===== src/design/integer_matrix_2x2_decrypt_defines.svh =====
// Assertion macros shared by the 2x2 integer matrix decryption RTL.
`ifndef INTEGER_MATRIX_2X2_DECRYPT_DEFINES_SVH
`define INTEGER_MATRIX_2X2_DECRYPT_DEFINES_SVH

// Same-cycle implication, sampled on clk_i and disabled while rst_ni is low.
`define IMD_ASSERT_IMP(lbl, ante, cons, msg) \
  lbl: assert property (@(posedge clk_i) disable iff (!rst_ni) (ante) |-> (cons)) \
    else $error(msg);

// Next-cycle implication, sampled on clk_i and disabled while rst_ni is low.
`define IMD_ASSERT_NXT(lbl, ante, cons, msg) \
  lbl: assert property (@(posedge clk_i) disable iff (!rst_ni) (ante) |=> (cons)) \
    else $error(msg);

`endif


===== src/design/imd_pkg.sv =====
// Types and constants shared by the 2x2 integer matrix decryption modules.
`default_nettype none

package imd_pkg;

  localparam int KeyW    = 16;
  localparam int CipherW = 32;
  localparam int PlainW  = 7;
  localparam int DetW    = 33;
  localparam int DetMagW = 32;
  localparam int RowW    = 48;
  localparam int MagW    = 48;
  localparam int QuotW   = 7;
  localparam int Lanes   = 2;
  localparam int KeyIdxW = 2;

  localparam int PrintLow  = 32;
  localparam int PrintHigh = 126;

  typedef enum logic [KeyIdxW-1:0] {
    KeyTopLeft,
    KeyTopRight,
    KeyBottomLeft,
    KeyBottomRight
  } key_idx_e;

  typedef struct packed {
    logic signed [CipherW-1:0] cipher_first;
    logic signed [CipherW-1:0] cipher_second;
  } in_t;

  typedef struct packed {
    logic [PlainW-1:0] plain_first;
    logic              first_valid;
    logic [PlainW-1:0] plain_second;
    logic              second_valid;
    logic              singular_key;
  } out_t;

  typedef struct packed {
    logic signed [KeyW-1:0] a;
    logic signed [KeyW-1:0] b;
    logic signed [KeyW-1:0] c;
    logic signed [KeyW-1:0] d;
  } key_t;

  // Magnitude, sign and zero flag of the key determinant.
  typedef struct packed {
    logic [DetMagW-1:0] mag;
    logic               neg;
    logic               zero;
  } det_t;

  typedef struct packed {
    logic [MagW-1:0] mag;
    logic            neg;
  } row_lane_t;

  typedef struct packed {
    row_lane_t [Lanes-1:0] lane;
  } rows_item_t;

  typedef struct packed {
    logic [MagW-1:0]  rem;
    logic [QuotW-1:0] quot;
    logic             bad;
  } div_lane_t;

  typedef struct packed {
    div_lane_t [Lanes-1:0] lane;
    logic                  singular;
  } div_item_t;

endpackage

`default_nettype wire


===== src/design/imd_div.sv =====
// Pipelined restoring divider: range check stage, then one quotient bit per stage.
`default_nettype none

module imd_div (
  input  logic                clk_i,
  input  logic                rst_ni,
  input  imd_pkg::det_t       det_i,
  input  logic                in_valid_i,
  output logic                in_ready_o,
  input  imd_pkg::rows_item_t in_data_i,
  output logic                out_valid_o,
  input  logic                out_ready_i,
  output imd_pkg::div_item_t  out_data_o
);
  import imd_pkg::*;

  localparam int Depth = QuotW + 1;

  div_item_t        st_q [Depth];
  div_item_t        st_d [Depth];
  logic [Depth-1:0] v_q;
  logic [Depth:0]   rdy;
  logic [MagW-1:0]  lim;

  always_comb begin
    rdy[Depth] = out_ready_i;
    for (int s = Depth - 1; s >= 0; s--) begin
      rdy[s] = !v_q[s] || rdy[s+1];
    end
  end

  always_comb begin
    lim = '0;
    // A quotient is only usable when it is positive and below 128, so a
    // sign mismatch, a zero determinant or a row of 128 determinants or more marks the lane bad.
    for (int l = 0; l < Lanes; l++) begin
      st_d[0].lane[l].rem  = in_data_i.lane[l].mag;
      st_d[0].lane[l].quot = '0;
      st_d[0].lane[l].bad  = det_i.zero
                          || (in_data_i.lane[l].neg != det_i.neg)
                          || (in_data_i.lane[l].mag >= (MagW'(det_i.mag) << QuotW));
    end
    st_d[0].singular = det_i.zero;

    for (int s = 1; s < Depth; s++) begin
      st_d[s] = st_q[s-1];
      for (int l = 0; l < Lanes; l++) begin
        lim = MagW'(det_i.mag) << (QuotW - s);
        if (st_q[s-1].lane[l].rem >= lim) begin
          st_d[s].lane[l].rem             = st_q[s-1].lane[l].rem - lim;
          st_d[s].lane[l].quot[QuotW - s] = 1'b1;
        end
      end
    end
  end

  always_ff @(posedge clk_i or negedge rst_ni) begin
    if (!rst_ni) begin
      v_q <= '0;
    end else begin
      if (rdy[0]) v_q[0] <= in_valid_i;
      for (int s = 1; s < Depth; s++) begin
        if (rdy[s]) v_q[s] <= v_q[s-1];
      end
    end
  end

  always_ff @(posedge clk_i) begin
    if (rdy[0] && in_valid_i) st_q[0] <= st_d[0];
    for (int s = 1; s < Depth; s++) begin
      if (rdy[s] && v_q[s-1]) st_q[s] <= st_d[s];
    end
  end

  assign in_ready_o  = rdy[0];
  assign out_valid_o = v_q[Depth-1];
  assign out_data_o  = st_q[Depth-1];

endmodule

`default_nettype wire


===== config.mk =====
export PLATFORM = sky130hd
export DESIGN_NAME = imd_div
export DESIGN_NICKNAME = d
export VERILOG_FILES = /design/src/design/integer_matrix_2x2_decrypt_defines.svh /design/src/design/imd_pkg.sv /design/src/design/imd_div.sv
export SDC_FILE = /design/constraint.sdc
export NUM_CORES = 2
export LEC_CHECK = 0
export BUFFER_PORTS_ARGS = -buffer_cell sky130_fd_sc_hd__buf_2
export CAP_MARGIN = 20
export CORE_ASPECT_RATIO = 0.8
export CORE_MARGIN = 1
export CORE_UTILIZATION = 30
export DETAILED_ROUTE_END_ITERATION = 7
export GPL_ROUTABILITY_DRIVEN = 0
export SYNTH_ARGS = -nofsm -noshare
export SYNTH_HDL_FRONTEND = slang
export SYNTH_SLANG_ARGS = --single-unit

===== constraint.sdc =====
create_clock -name clk_i -period 6.6 [get_ports clk_i]
set_clock_uncertainty 0.1 [all_clocks]
set_input_delay 0.66 -clock clk_i [delete_from_list [all_inputs] [get_ports clk_i]]
set_output_delay 0.66 -clock clk_i [all_outputs]
set_load 0.03 [all_outputs]

==> results by group <==
Setup path
  • R2R Setup Slk: approximately 2.4 ns
  • WP data arrival: 5.31 ns
  • CP Max Fanout: 37
  • Setup CP Type: in2reg
  • Startpoint types: input port
  • CP endpoint kind: flop
  • Reg-to-Reg Start: st_q[1][123]$_DFFE_PP_
  • CP Launch Point: det_i[28]
  • Setup crit end: st_q[1][16]$_DFFE_PP_
  • WP data required: approximately 7 ns
  • Reg2reg path depth: 13
  • Reg-to-reg endpoint: st_q[1][276]$_DFFE_PP_

Timing
  • WHS: between 0.05 and 0.06 ns
  • Tcrit/Tclk final: 74.8%
  • Upper clock frequency limit: around 0.20 GHz
  • Setup-failing EPs final: 0
  • Total negative slack: 0 ns
  • Final Critical Period: around 4.9 ns
  • Final Max Tran Viols: 0
  • Hold Fails Final Rpt: 0
  • RSZ-0062 raised after global routing: false
  • Worst slew pin tran: about 1.1 ns
  • Slew margin rel.: 28.0%

Yosys
  • Post-synth top flop: edfxtp_1
  • Yosys top cell area share: between 40% and 50%
  • Post-synth EDFFs: about 850
  • Ys async rst share: 0.935%
  • Post-Syn Instances: approximately 6500
  • Warnings, synthesis: 0
  • Dominant cell type by area after synthesis: edfxtp_1
  • Post-Syn Area: 62400 um^2
  • Synth unique cells: roughly 110
  • Post-synthesis sequential area ratio: about 40%
  • Synthesized area per cell: just under 10 um^2
  • Top cells by count, synth: 848 x edfxtp_1, 626 x nand2_1, 594 x a21oi_1, 517 x o21ai_0, 512 x ha_1
  • Syn_nets: roughly 7200
  • Top-count cell post-synth: edfxtp_1
  • Yosys reg bits: approximately 860
  • Synth area leaders: edfxtp_1 41%, ha_1 10%, a21oi_1 4.8%

Floorplanning
  • Die area: around 210000 um^2
  • # rows: 149
  • Die H: between 400 and 500 um
  • Initial core utilization: approximately 30%
  • Ports: between 200 and 300
  • Chip width: 512 um
  • Core area: between 200000 and 250000 um^2

Clocking
  • Clk sinks: 856
  • Reg clk slew, reported paths: ~0.060 ns
  • Total CTS buffers: a little over 100
  • Post-CTS sizing: 0
  • H-tree depth: 3
  • Clock latency on the worst-skew pair: between 0.7 and 0.8 ns
  • CTS tree: done
  • Hold_buf cts: 71
  • Root Buffer: clkbuf_16
  • Clk buf depth: 3
  • Post-CTS Setup Bufs: 0

Finish
  • Share of cells above drive strength 1: between 9 and 10%
  • Design area: between 70000 and 80000 um^2
  • Nets: around 7300
  • Fin cells: about 9500
  • Synth-to-Final Area Change: 12.9%

Min path
  • Hold crit path type: in2reg

Global routing
  • Vias in the first global route: around 48000
  • Remaining global-route overflow: 0
  • Gr usage total: between 10% and 20%
  • First-pass GRT wire length: ~280000 um
  • Initial antenna violation count: 42
  • Largest net degree at the start of global routing: about 110

Placed design
  • Placed instance count: between 9000 and 10000
  • DP HPWL: approximately 150000 um
  • Port bufs: between 200 and 300
  • Placed cell area: approximately 66000 um^2

Pwr
  • Power Dens Cells: roughly 420 nW/um^2
  • Pwr Total: 0.0296 W
  • Max IR drop VDD: between 0.2 and 0.25 mV
  • Leakage: 26.4 nW

Status
  • Status: completed

Drt
  • DR WL/cell: between 15 and 20 um
  • Post-route DRC: 0
  • Total Wirelength: 185000 um
  • DR iter-0 viols: approximately 5200
  • Via count: approximately 51000
  • Vias per cell: between 5 and 6
  • First-pass iteration count of the detailed router: 7
  • Post-DRT Antenna Nets: 0

Flow run
  • Max capacitance violation total: 0
[per-layer routing]
layer,part of all wire (%),global-route usage (%)
met1,48,24.8
met2,41,25.0
met3,8.3,3.36
met4,2.9,4.79
met5,0.13,0
[cell usage in the layout, fill, tap and decap left out, types with 22 or more instances in the layout]
master           n
and2_1          24
and3_1          41
mux2_2          57
nor3_1         130
or2_2           39
clkinv_1        30
ha_1           512
o31ai_1         44
or4_1           29
dlygate4sd3_1   71
nor4_1          71
clkbuf_16      103
a2111oi_0       22
o211ai_1        55
o21bai_1        64
nor2_1         489
or3_1           54
nand4_1        119
a211oi_1        60
xnor2_1        310
edfxtp_1       848
nor2b_1         58
a21oi_1        594
nand3_1        121
nand2_1        625
a21o_1         235
nand2b_1        71
a211o_1         22
xor2_1         248
a31oi_1         69
buf_4           82
inv_1          175
buf_2          250
o21a_1          62
o21ai_0        517
[registers in the layout, indices dropped and copies added (netlist names)]
name / flops
st_q: 848
v_q: 8
[worst min path at each step]
stage | to | startpoint | cells past startpoint
2_1_floorplan | v_q[0]$_DFFE_PN0N_ | rst_ni | 0
3_3_place_gp | st_q[1][177]$_DFFE_PP_ | st_q[1][64]$_DFFE_PP_ | 0
3_5_place_dp | st_q[1][64]$_DFFE_PP_ | st_q[0][403]$_DFFE_PP_ | 0
4_1_cts | st_q[0][92]$_DFFE_PP_ | in_data_i[77] | 1
5_1_grt | st_q[0][70]$_DFFE_PP_ | in_data_i[55] | 1
6_report | st_q[0][92]$_DFFE_PP_ | in_data_i[77] | 1
[worst max-delay path, cell delays in order]
cell and delay (ns):
buf_2 0.09, clkinv_1 0.72, buf_4 0.51, ha_1 0.49, nand4_1 0.20, nor4_1 0.56, o211ai_1 0.16, o21ai_0 0.46
a311o_2 0.77, buf_12 0.27, mux2_2 0.35
[final cells by class]
cell class | count | area [um^2]
fill | 20900 | 136000
timing repair buffer | 409 | 2710
inverter | 195 | 732
antenna | 18 | 45.0
sequential | 856 | 25700
multi-input combinational | 5103 | 34400
clock buffer | 112 | 2610
tap | 2718 | 3400
clock inverter | 80 | 972
[per-stage QoR]
stage | worst slack (ns) | util (%)
floorplan | 0.158 | -
global placement | 1.07 | 32.0
detailed placement | 0.948 | 32.0
CTS | 1.73 | 34.1
global route | 1.55 | 34.1
finish | 1.66 | 34.1
[cell families after synthesis]
group	count (synthesis)	share of synthesized area, %
muxes	69	1.22
and+or+nand+nor	1978	15.3
adders and majority gates	526	10.7
buffers and inverters	531	4.00
DFF	856	41.1
AOI/OAI and AO/OA	1972	19.9
xor gates and xnor gates	558	7.83
[power by group]
group | switching [W] | internal (W)
registers | 0.00143 | 0.00871
logic | 0.00826 | 0.00530
clock network | 0.00240 | 0.00352
total | 0.0121 | 0.0175
(Power assumes the default switching activity.)
