--- src/design/integer_matrix_2x2_decrypt_defines.svh ---
// Assertion macros shared by the 2x2 integer matrix decryption RTL.
`ifndef INTEGER_MATRIX_2X2_DECRYPT_DEFINES_SVH
`define INTEGER_MATRIX_2X2_DECRYPT_DEFINES_SVH

// Same-cycle implication, sampled on clk_i and disabled while rst_ni is low.
`define IMD_ASSERT_IMP(lbl, ante, cons, msg) \
  lbl: assert property (@(posedge clk_i) disable iff (!rst_ni) (ante) |-> (cons)) \
    else $error(msg);

// Next-cycle implication, sampled on clk_i and disabled while rst_ni is low.
`define IMD_ASSERT_NXT(lbl, ante, cons, msg) \
  lbl: assert property (@(posedge clk_i) disable iff (!rst_ni) (ante) |=> (cons)) \
    else $error(msg);

`endif

--- src/design/imd_pkg.sv ---
// Types and constants shared by the 2x2 integer matrix decryption modules.
`default_nettype none

package imd_pkg;

  localparam int KeyW    = 16;
  localparam int CipherW = 32;
  localparam int PlainW  = 7;
  localparam int DetW    = 33;
  localparam int DetMagW = 32;
  localparam int RowW    = 48;
  localparam int MagW    = 48;
  localparam int QuotW   = 7;
  localparam int Lanes   = 2;
  localparam int KeyIdxW = 2;

  localparam int PrintLow  = 32;
  localparam int PrintHigh = 126;

  typedef enum logic [KeyIdxW-1:0] {
    KeyTopLeft,
    KeyTopRight,
    KeyBottomLeft,
    KeyBottomRight
  } key_idx_e;

  typedef struct packed {
    logic signed [CipherW-1:0] cipher_first;
    logic signed [CipherW-1:0] cipher_second;
  } in_t;

  typedef struct packed {
    logic [PlainW-1:0] plain_first;
    logic              first_valid;
    logic [PlainW-1:0] plain_second;
    logic              second_valid;
    logic              singular_key;
  } out_t;

  typedef struct packed {
    logic signed [KeyW-1:0] a;
    logic signed [KeyW-1:0] b;
    logic signed [KeyW-1:0] c;
    logic signed [KeyW-1:0] d;
  } key_t;

  // Magnitude, sign and zero flag of the key determinant.
  typedef struct packed {
    logic [DetMagW-1:0] mag;
    logic               neg;
    logic               zero;
  } det_t;

  typedef struct packed {
    logic [MagW-1:0] mag;
    logic            neg;
  } row_lane_t;

  typedef struct packed {
    row_lane_t [Lanes-1:0] lane;
  } rows_item_t;

  typedef struct packed {
    logic [MagW-1:0]  rem;
    logic [QuotW-1:0] quot;
    logic             bad;
  } div_lane_t;

  typedef struct packed {
    div_lane_t [Lanes-1:0] lane;
    logic                  singular;
  } div_item_t;

endpackage

`default_nettype wire

--- src/design/imd_key.sv ---
// Key registers and the registered determinant of the key matrix.
`default_nettype none

module imd_key (
  input  logic                       clk_i,
  input  logic                       rst_ni,
  input  logic                       wr_en_i,
  input  logic [imd_pkg::KeyIdxW-1:0] wr_index_i,
  input  logic [imd_pkg::KeyW-1:0]   wr_data_i,
  output imd_pkg::key_t              key_o,
  output imd_pkg::det_t              det_o
);
  import imd_pkg::*;

  key_t                   key_q;
  logic signed [DetW-1:0] det_q;
  logic signed [DetW-1:0] det_d;
  logic signed [DetW-1:0] det_neg;
  logic signed [31:0]     prod_ad;
  logic signed [31:0]     prod_bc;
  det_t                   info_q;
  det_t                   info_d;

  always_ff @(posedge clk_i or negedge rst_ni) begin
    if (!rst_ni) begin
      key_q.a <= KeyW'(1);
      key_q.b <= '0;
      key_q.c <= '0;
      key_q.d <= KeyW'(1);
    end else if (wr_en_i) begin
      unique case (wr_index_i)
        KeyTopLeft:     key_q.a <= wr_data_i;
        KeyTopRight:    key_q.b <= wr_data_i;
        KeyBottomLeft:  key_q.c <= wr_data_i;
        KeyBottomRight: key_q.d <= wr_data_i;
        default:        key_q   <= key_q;
      endcase
    end
  end

  always_comb begin
    prod_ad = $signed(key_q.a) * $signed(key_q.d);
    prod_bc = $signed(key_q.b) * $signed(key_q.c);
    det_d   = $signed({prod_ad[31], prod_ad}) - $signed({prod_bc[31], prod_bc});
    det_neg = -det_q;
    info_d.neg  = det_q[DetW-1];
    info_d.zero = (det_q == '0);
    info_d.mag  = det_q[DetW-1] ? det_neg[DetMagW-1:0] : det_q[DetMagW-1:0];
  end

  // The determinant is registered in det_q and then again in info_q, behind the key registers.
  always_ff @(posedge clk_i or negedge rst_ni) begin
    if (!rst_ni) begin
      det_q       <= DetW'(1);
      info_q.mag  <= DetMagW'(1);
      info_q.neg  <= 1'b0;
      info_q.zero <= 1'b0;
    end else begin
      det_q  <= det_d;
      info_q <= info_d;
    end
  end

  assign key_o = key_q;
  assign det_o = info_q;

endmodule

`default_nettype wire

--- config.mk ---
export PLATFORM = sky130hd
export DESIGN_NAME = imd_key
export DESIGN_NICKNAME = d
export VERILOG_FILES = /design/src/design/integer_matrix_2x2_decrypt_defines.svh /design/src/design/imd_pkg.sv /design/src/design/imd_key.sv
export SDC_FILE = /design/constraint.sdc
export NUM_CORES = 2
export LEC_CHECK = 0
export BUFFER_PORTS_ARGS = -buffer_cell sky130_fd_sc_hd__clkbuf_2
export CORE_ASPECT_RATIO = 2
export CORE_MARGIN = 1.5
export CORE_UTILIZATION = 64
export DETAILED_ROUTE_END_ITERATION = 10
export PLACE_DENSITY = 0.83
export SYNTH_ARGS = -nofsm -noshare
export SYNTH_HDL_FRONTEND = slang
export SYNTH_SLANG_ARGS = --single-unit
--- constraint.sdc ---
create_clock -name clk_i -period 15.83 [get_ports clk_i]
set_input_delay 0.7915 -clock clk_i [delete_from_list [all_inputs] [get_ports clk_i]]
set_output_delay 0.7915 -clock clk_i [all_outputs]
set_load 0.02 [all_outputs]
==> impl_summary.log <==
INFO  metric first_iter_violations = 1295
INFO  metric timing.critical_path.from_type = register
INFO  metric setup.worst_path.class = reg -> reg
INFO  metric worst_r2r_endpoint = det_q[24]
INFO  metric vias_per_cell = between 5 and 6
INFO  metric port_buffers = about 120
INFO  metric type_of_the_worst_min_delay_path = in -> async
INFO  metric worstSkewPairLatency = ~470 ps
INFO  metric synth.avg_cell_area = between 10 and 15 sq um
INFO  metric fin_crit_sh = 0.5221
INFO  metric unrepaired_setup_endpoints_after_global_routing = false
INFO  metric number_of_buffers_added_by_the_clock_tree_synthesis_step = 17
INFO  metric number_of_gates_given_a_new_drive_strength_after_cts = 0
INFO  metric yosys.cell_types.count = 57
INFO  metric syn_area = around 25000 sq um
INFO  metric number_of_rows_created_at_floorplan = 102
INFO  metric finalSetupTns = 0 ps
INFO  metric syn-num-nets = around 3300
INFO  metric io-pin-count = roughly 120
INFO  metric synth_sequential_area_ratio = 0.1299
INFO  metric required_time_at_the_endpoint_of_the_critical_path = ~16000 ps
INFO  metric clock_sink_count = around 130
INFO  metric crit_fanout = 18
INFO  metric crit_arrival = 8600 ps
INFO  metric post_cts.repair.setup_buffers = 0
INFO  metric clock_tree.htree_level_count = 4
INFO  metric die_y = 284.0 microns
INFO  metric path_common_cell = sky130_fd_sc_hd__fa_1
INFO  metric ys_seq_elements = 131
INFO  metric dp.final_hpwl = about 60000 microns
INFO  metric cap_viol_max_count = 0
INFO  metric cp_cell_sequence = nand2_1, inv_1, fa_1, inv_1, fa_1, inv_1, fa_1, fa_1, inv_1, fa_1, fa_1, fa_1, inv_1, fa_1, inv_1, ha_1, nand3_1, nor3_1, o221ai_1, a21oi_1, o21ai_0, a21boi_0, nor4_1, a311o_1
INFO  metric post_synth_inst_count = approximately 2500
INFO  metric final_critical_path_setup_slack = 7565 ps
INFO  metric antenna_found_initial = 2
INFO  metric critPathSlowestCell = sky130_fd_sc_hd__dfrtp_1
INFO  metric drt_pre_antenna_iters = 6
INFO  metric seqCellArea = between 3000 and 4000 sq um
INFO  metric cp-end-kind = register
INFO  metric routed_wire_per_std_cell = 23.84 microns
INFO  metric core_region_area = just under 40000 sq um
INFO  metric ant_nets = 0
INFO  metric routed_wl = 73840 microns
INFO  metric r2r_slack = 7570 ps
INFO  metric worst-slew-pin-transition = 1241 ps
INFO  metric critical_path_depth = 24
INFO  metric synthesis.yosys.warnings = 0
INFO  metric worst_r2r_startpoint = key_o[16]
INFO  metric place_worst_setup_slack = 7688 ps
INFO  metric area_growth_syn_to_layout = 6.227%
INFO  metric cts.root.buffer_cell = sky130_fd_sc_hd__clkbuf_16
INFO  metric critical_path.top_delay_family = adder cells
INFO  metric edff_count_synth = 0
INFO  metric worst_path_largest_cell_delay = 730 ps
INFO  metric place.gp.congestion = roughly 1
INFO  metric design.die.area = approximately 41000 sq um
INFO  metric fin_skew = roughly 28 ps
INFO  metric grt.overflow.total = 0
INFO  metric clock_tree_from_tritoncts = built
INFO  metric grt_first_pass_wirelength = about 110000 microns
INFO  metric via_count = between 15000 and 20000
INFO  metric grt_pass1_vias = 20440
INFO  metric cts.reportedPaths.clkPinSlew = around 70 ps
INFO  metric final_hold_viol_count = 0
INFO  metric cp.buffers_inverters = 6
INFO  metric synth_flop_cell = sky130_fd_sc_hd__dfrtp_1
INFO  metric final_layout_size_suffix_gt1_frac = 0.09243
INFO  metric initial_core_util = 0.6515
INFO  metric postPlaceCellArea = between 20000 and 30000 sq um
INFO  metric fin_area = approximately 27000 sq um
INFO  metric r2r.worst_path.cells = 24
INFO  metric fmax = approximately 0.12 GHz
INFO  metric finish.net_count = about 3300
INFO  metric timing.final.setup_violations = 0
INFO  metric timing.slew.headroom = 0.1717
INFO  metric outcome = finished, final reports clean
INFO  metric area_used_by_multi_input_combinational_logic = roughly 19000 sq um
INFO  metric die_width = 143.5 microns
INFO  metric grtUsageTotal = 0.3928
INFO  metric synthArstFlopShare = 1.000
INFO  metric cts-root-to-sink-buffers = 2
INFO  metric nFillCells = just under 3000
INFO  metric cts.hold.buffers_added = 0
INFO  metric detail_route.drc_violations = 0
INFO  metric post-route-min-period = approximately 8300 ps
INFO  metric finalMaxSlewViolations = 0
INFO  metric grt_start_max_net_pins = 74
-- metrics by stage --
stage | instances | util | hold WS [ps]
global route | 3097 | 0.6920 | 384.7
CTS | 3095 | 0.6919 | 376.9
global placement | 3063 | 0.6772 | 368.8
detailed placement | 3063 | 0.6772 | 367.2
floorplan | 2497 | - | 360.5
finish | 3097 | 0.6920 | 352.3
-- routing by layer --
layer | routed length [microns] | track usage | share of wire
met5 | 25 | 0 | 0.00034
met4 | 11700 | 0.4671 | 0.16
met1 | 19230 | 0.3409 | 0.26
met3 | 4252 | 0.07222 | 0.058
met2 | 38630 | 0.6769 | 0.52
-- layout make-up --
type	instances	share of cell area
Multi-Input combinational cell	1608	0.7135
Sequential cell	131	0.1223
Inverter	683	0.09548
Tap cell	520	0.02423
Timing Repair Buffer	121	0.02307
Clock buffer	17	0.01584
Clock inverter	15	0.005359
Antenna cell	2	0.0001864
-- logic make-up after synthesis --
family,after synthesis,share of synthesized area
simple gates,612,0.1276
fa+ha+maj,751,0.5467
compound gates,106,0.02871
flops,131,0.1299
mux,64,0.02851
xor+xnor,75,0.02599
buf+inv,758,0.1126
-- cells in the mapped netlist (2+ instances only) --
cell                         n  area (sq um)
sky130_fd_sc_hd__fa_1      589         11790
sky130_fd_sc_hd__or4_4       2         22.52
sky130_fd_sc_hd__inv_1     683          2564
sky130_fd_sc_hd__or2_2       3         18.77
sky130_fd_sc_hd__o21a_1      5         37.54
sky130_fd_sc_hd__ha_1      162          2027
sky130_fd_sc_hd__nand2_1   236         885.9
sky130_fd_sc_hd__a21o_1     11         82.58
sky130_fd_sc_hd__o41ai_1     3         26.28
sky130_fd_sc_hd__o21bai_1    6         45.04
sky130_fd_sc_hd__nand3_1     8         40.04
sky130_fd_sc_hd__nor2b_1    15         93.84
sky130_fd_sc_hd__a31oi_1     3         18.77
sky130_fd_sc_hd__a31o_2      2         17.52
sky130_fd_sc_hd__and3_1      2         12.51
sky130_fd_sc_hd__and2_1    275          1720
sky130_fd_sc_hd__xor2_1      7         61.31
sky130_fd_sc_hd__nand3b_1    4         30.03
sky130_fd_sc_hd__mux2_2     64         720.7
sky130_fd_sc_hd__a221oi_1    2         17.52
sky130_fd_sc_hd__dfstp_2     4         105.1
sky130_fd_sc_hd__a21oi_1    25         125.1
sky130_fd_sc_hd__nor2_1     23         86.33
sky130_fd_sc_hd__nor3b_1     2         15.01
sky130_fd_sc_hd__o31ai_2     2         25.02
sky130_fd_sc_hd__nand2b_1   15         93.84
sky130_fd_sc_hd__nor4_1      5         31.28
sky130_fd_sc_hd__xnor2_1    68         595.6
sky130_fd_sc_hd__o22ai_1     2         12.51
sky130_fd_sc_hd__o211ai_1    3         22.52
sky130_fd_sc_hd__or4_1       4         30.03
sky130_fd_sc_hd__nand4_1     2         12.51
sky130_fd_sc_hd__o31ai_1     7         52.55
sky130_fd_sc_hd__dfrtp_1   127          3178
sky130_fd_sc_hd__clkbuf_1   74         277.8
sky130_fd_sc_hd__o21ai_0    21         105.1
sky130_fd_sc_hd__or3_1       2         12.51
sky130_fd_sc_hd__o21ai_1     2         10.01
sky130_fd_sc_hd__a211oi_1    3         22.52
sky130_fd_sc_hd__nor3_1      7         35.03
-- layout by cell type (no fill, tap or decap), types with 3 or more instances in the layout --
master,count
sky130_fd_sc_hd__fa_1,589
sky130_fd_sc_hd__nand3_1,8
sky130_fd_sc_hd__nor2_1,23
sky130_fd_sc_hd__inv_1,683
sky130_fd_sc_hd__o21ai_0,21
sky130_fd_sc_hd__and2_1,275
sky130_fd_sc_hd__o21bai_1,6
sky130_fd_sc_hd__o211ai_1,3
sky130_fd_sc_hd__o31ai_1,7
sky130_fd_sc_hd__a21o_1,11
sky130_fd_sc_hd__xor2_1,7
sky130_fd_sc_hd__dfrtp_1,127
sky130_fd_sc_hd__nand2b_1,15
sky130_fd_sc_hd__nand2_1,236
sky130_fd_sc_hd__inv_8,3
sky130_fd_sc_hd__nor2b_1,15
sky130_fd_sc_hd__a21oi_1,25
sky130_fd_sc_hd__o21a_1,5
sky130_fd_sc_hd__ha_1,162
sky130_fd_sc_hd__o41ai_1,3
sky130_fd_sc_hd__inv_6,6
sky130_fd_sc_hd__nand3b_1,4
sky130_fd_sc_hd__nor4_1,5
sky130_fd_sc_hd__or2_2,3
sky130_fd_sc_hd__or4_1,4
sky130_fd_sc_hd__dfstp_2,4
sky130_fd_sc_hd__clkbuf_16,17
sky130_fd_sc_hd__xnor2_1,68
sky130_fd_sc_hd__a211oi_1,3
sky130_fd_sc_hd__a31oi_1,3
sky130_fd_sc_hd__buf_4,3
sky130_fd_sc_hd__clkbuf_2,117
sky130_fd_sc_hd__nor3_1,7
sky130_fd_sc_hd__mux2_2,64
-- flip-flops by register name, summed over array words and instances, names as in the netlist --
signal,count
det_q,33
key_o,64
det_o,34
-- how the worst max path moves through the flow --
stage,to,startpoint,slack [ps]
floorplan,det_q[24],key_o[47],8230
global placement,det_q[32],key_o[16],7890
detailed placement,det_q[32],key_o[16],7690
CTS,det_q[24],key_o[16],7650
global route,det_q[24],key_o[16],7100
finish,det_q[24],key_o[16],7570
Power is left out: the tool's default activity adds up to more than one toggle a clock period on the data nets, which glitch-free logic cannot reach.
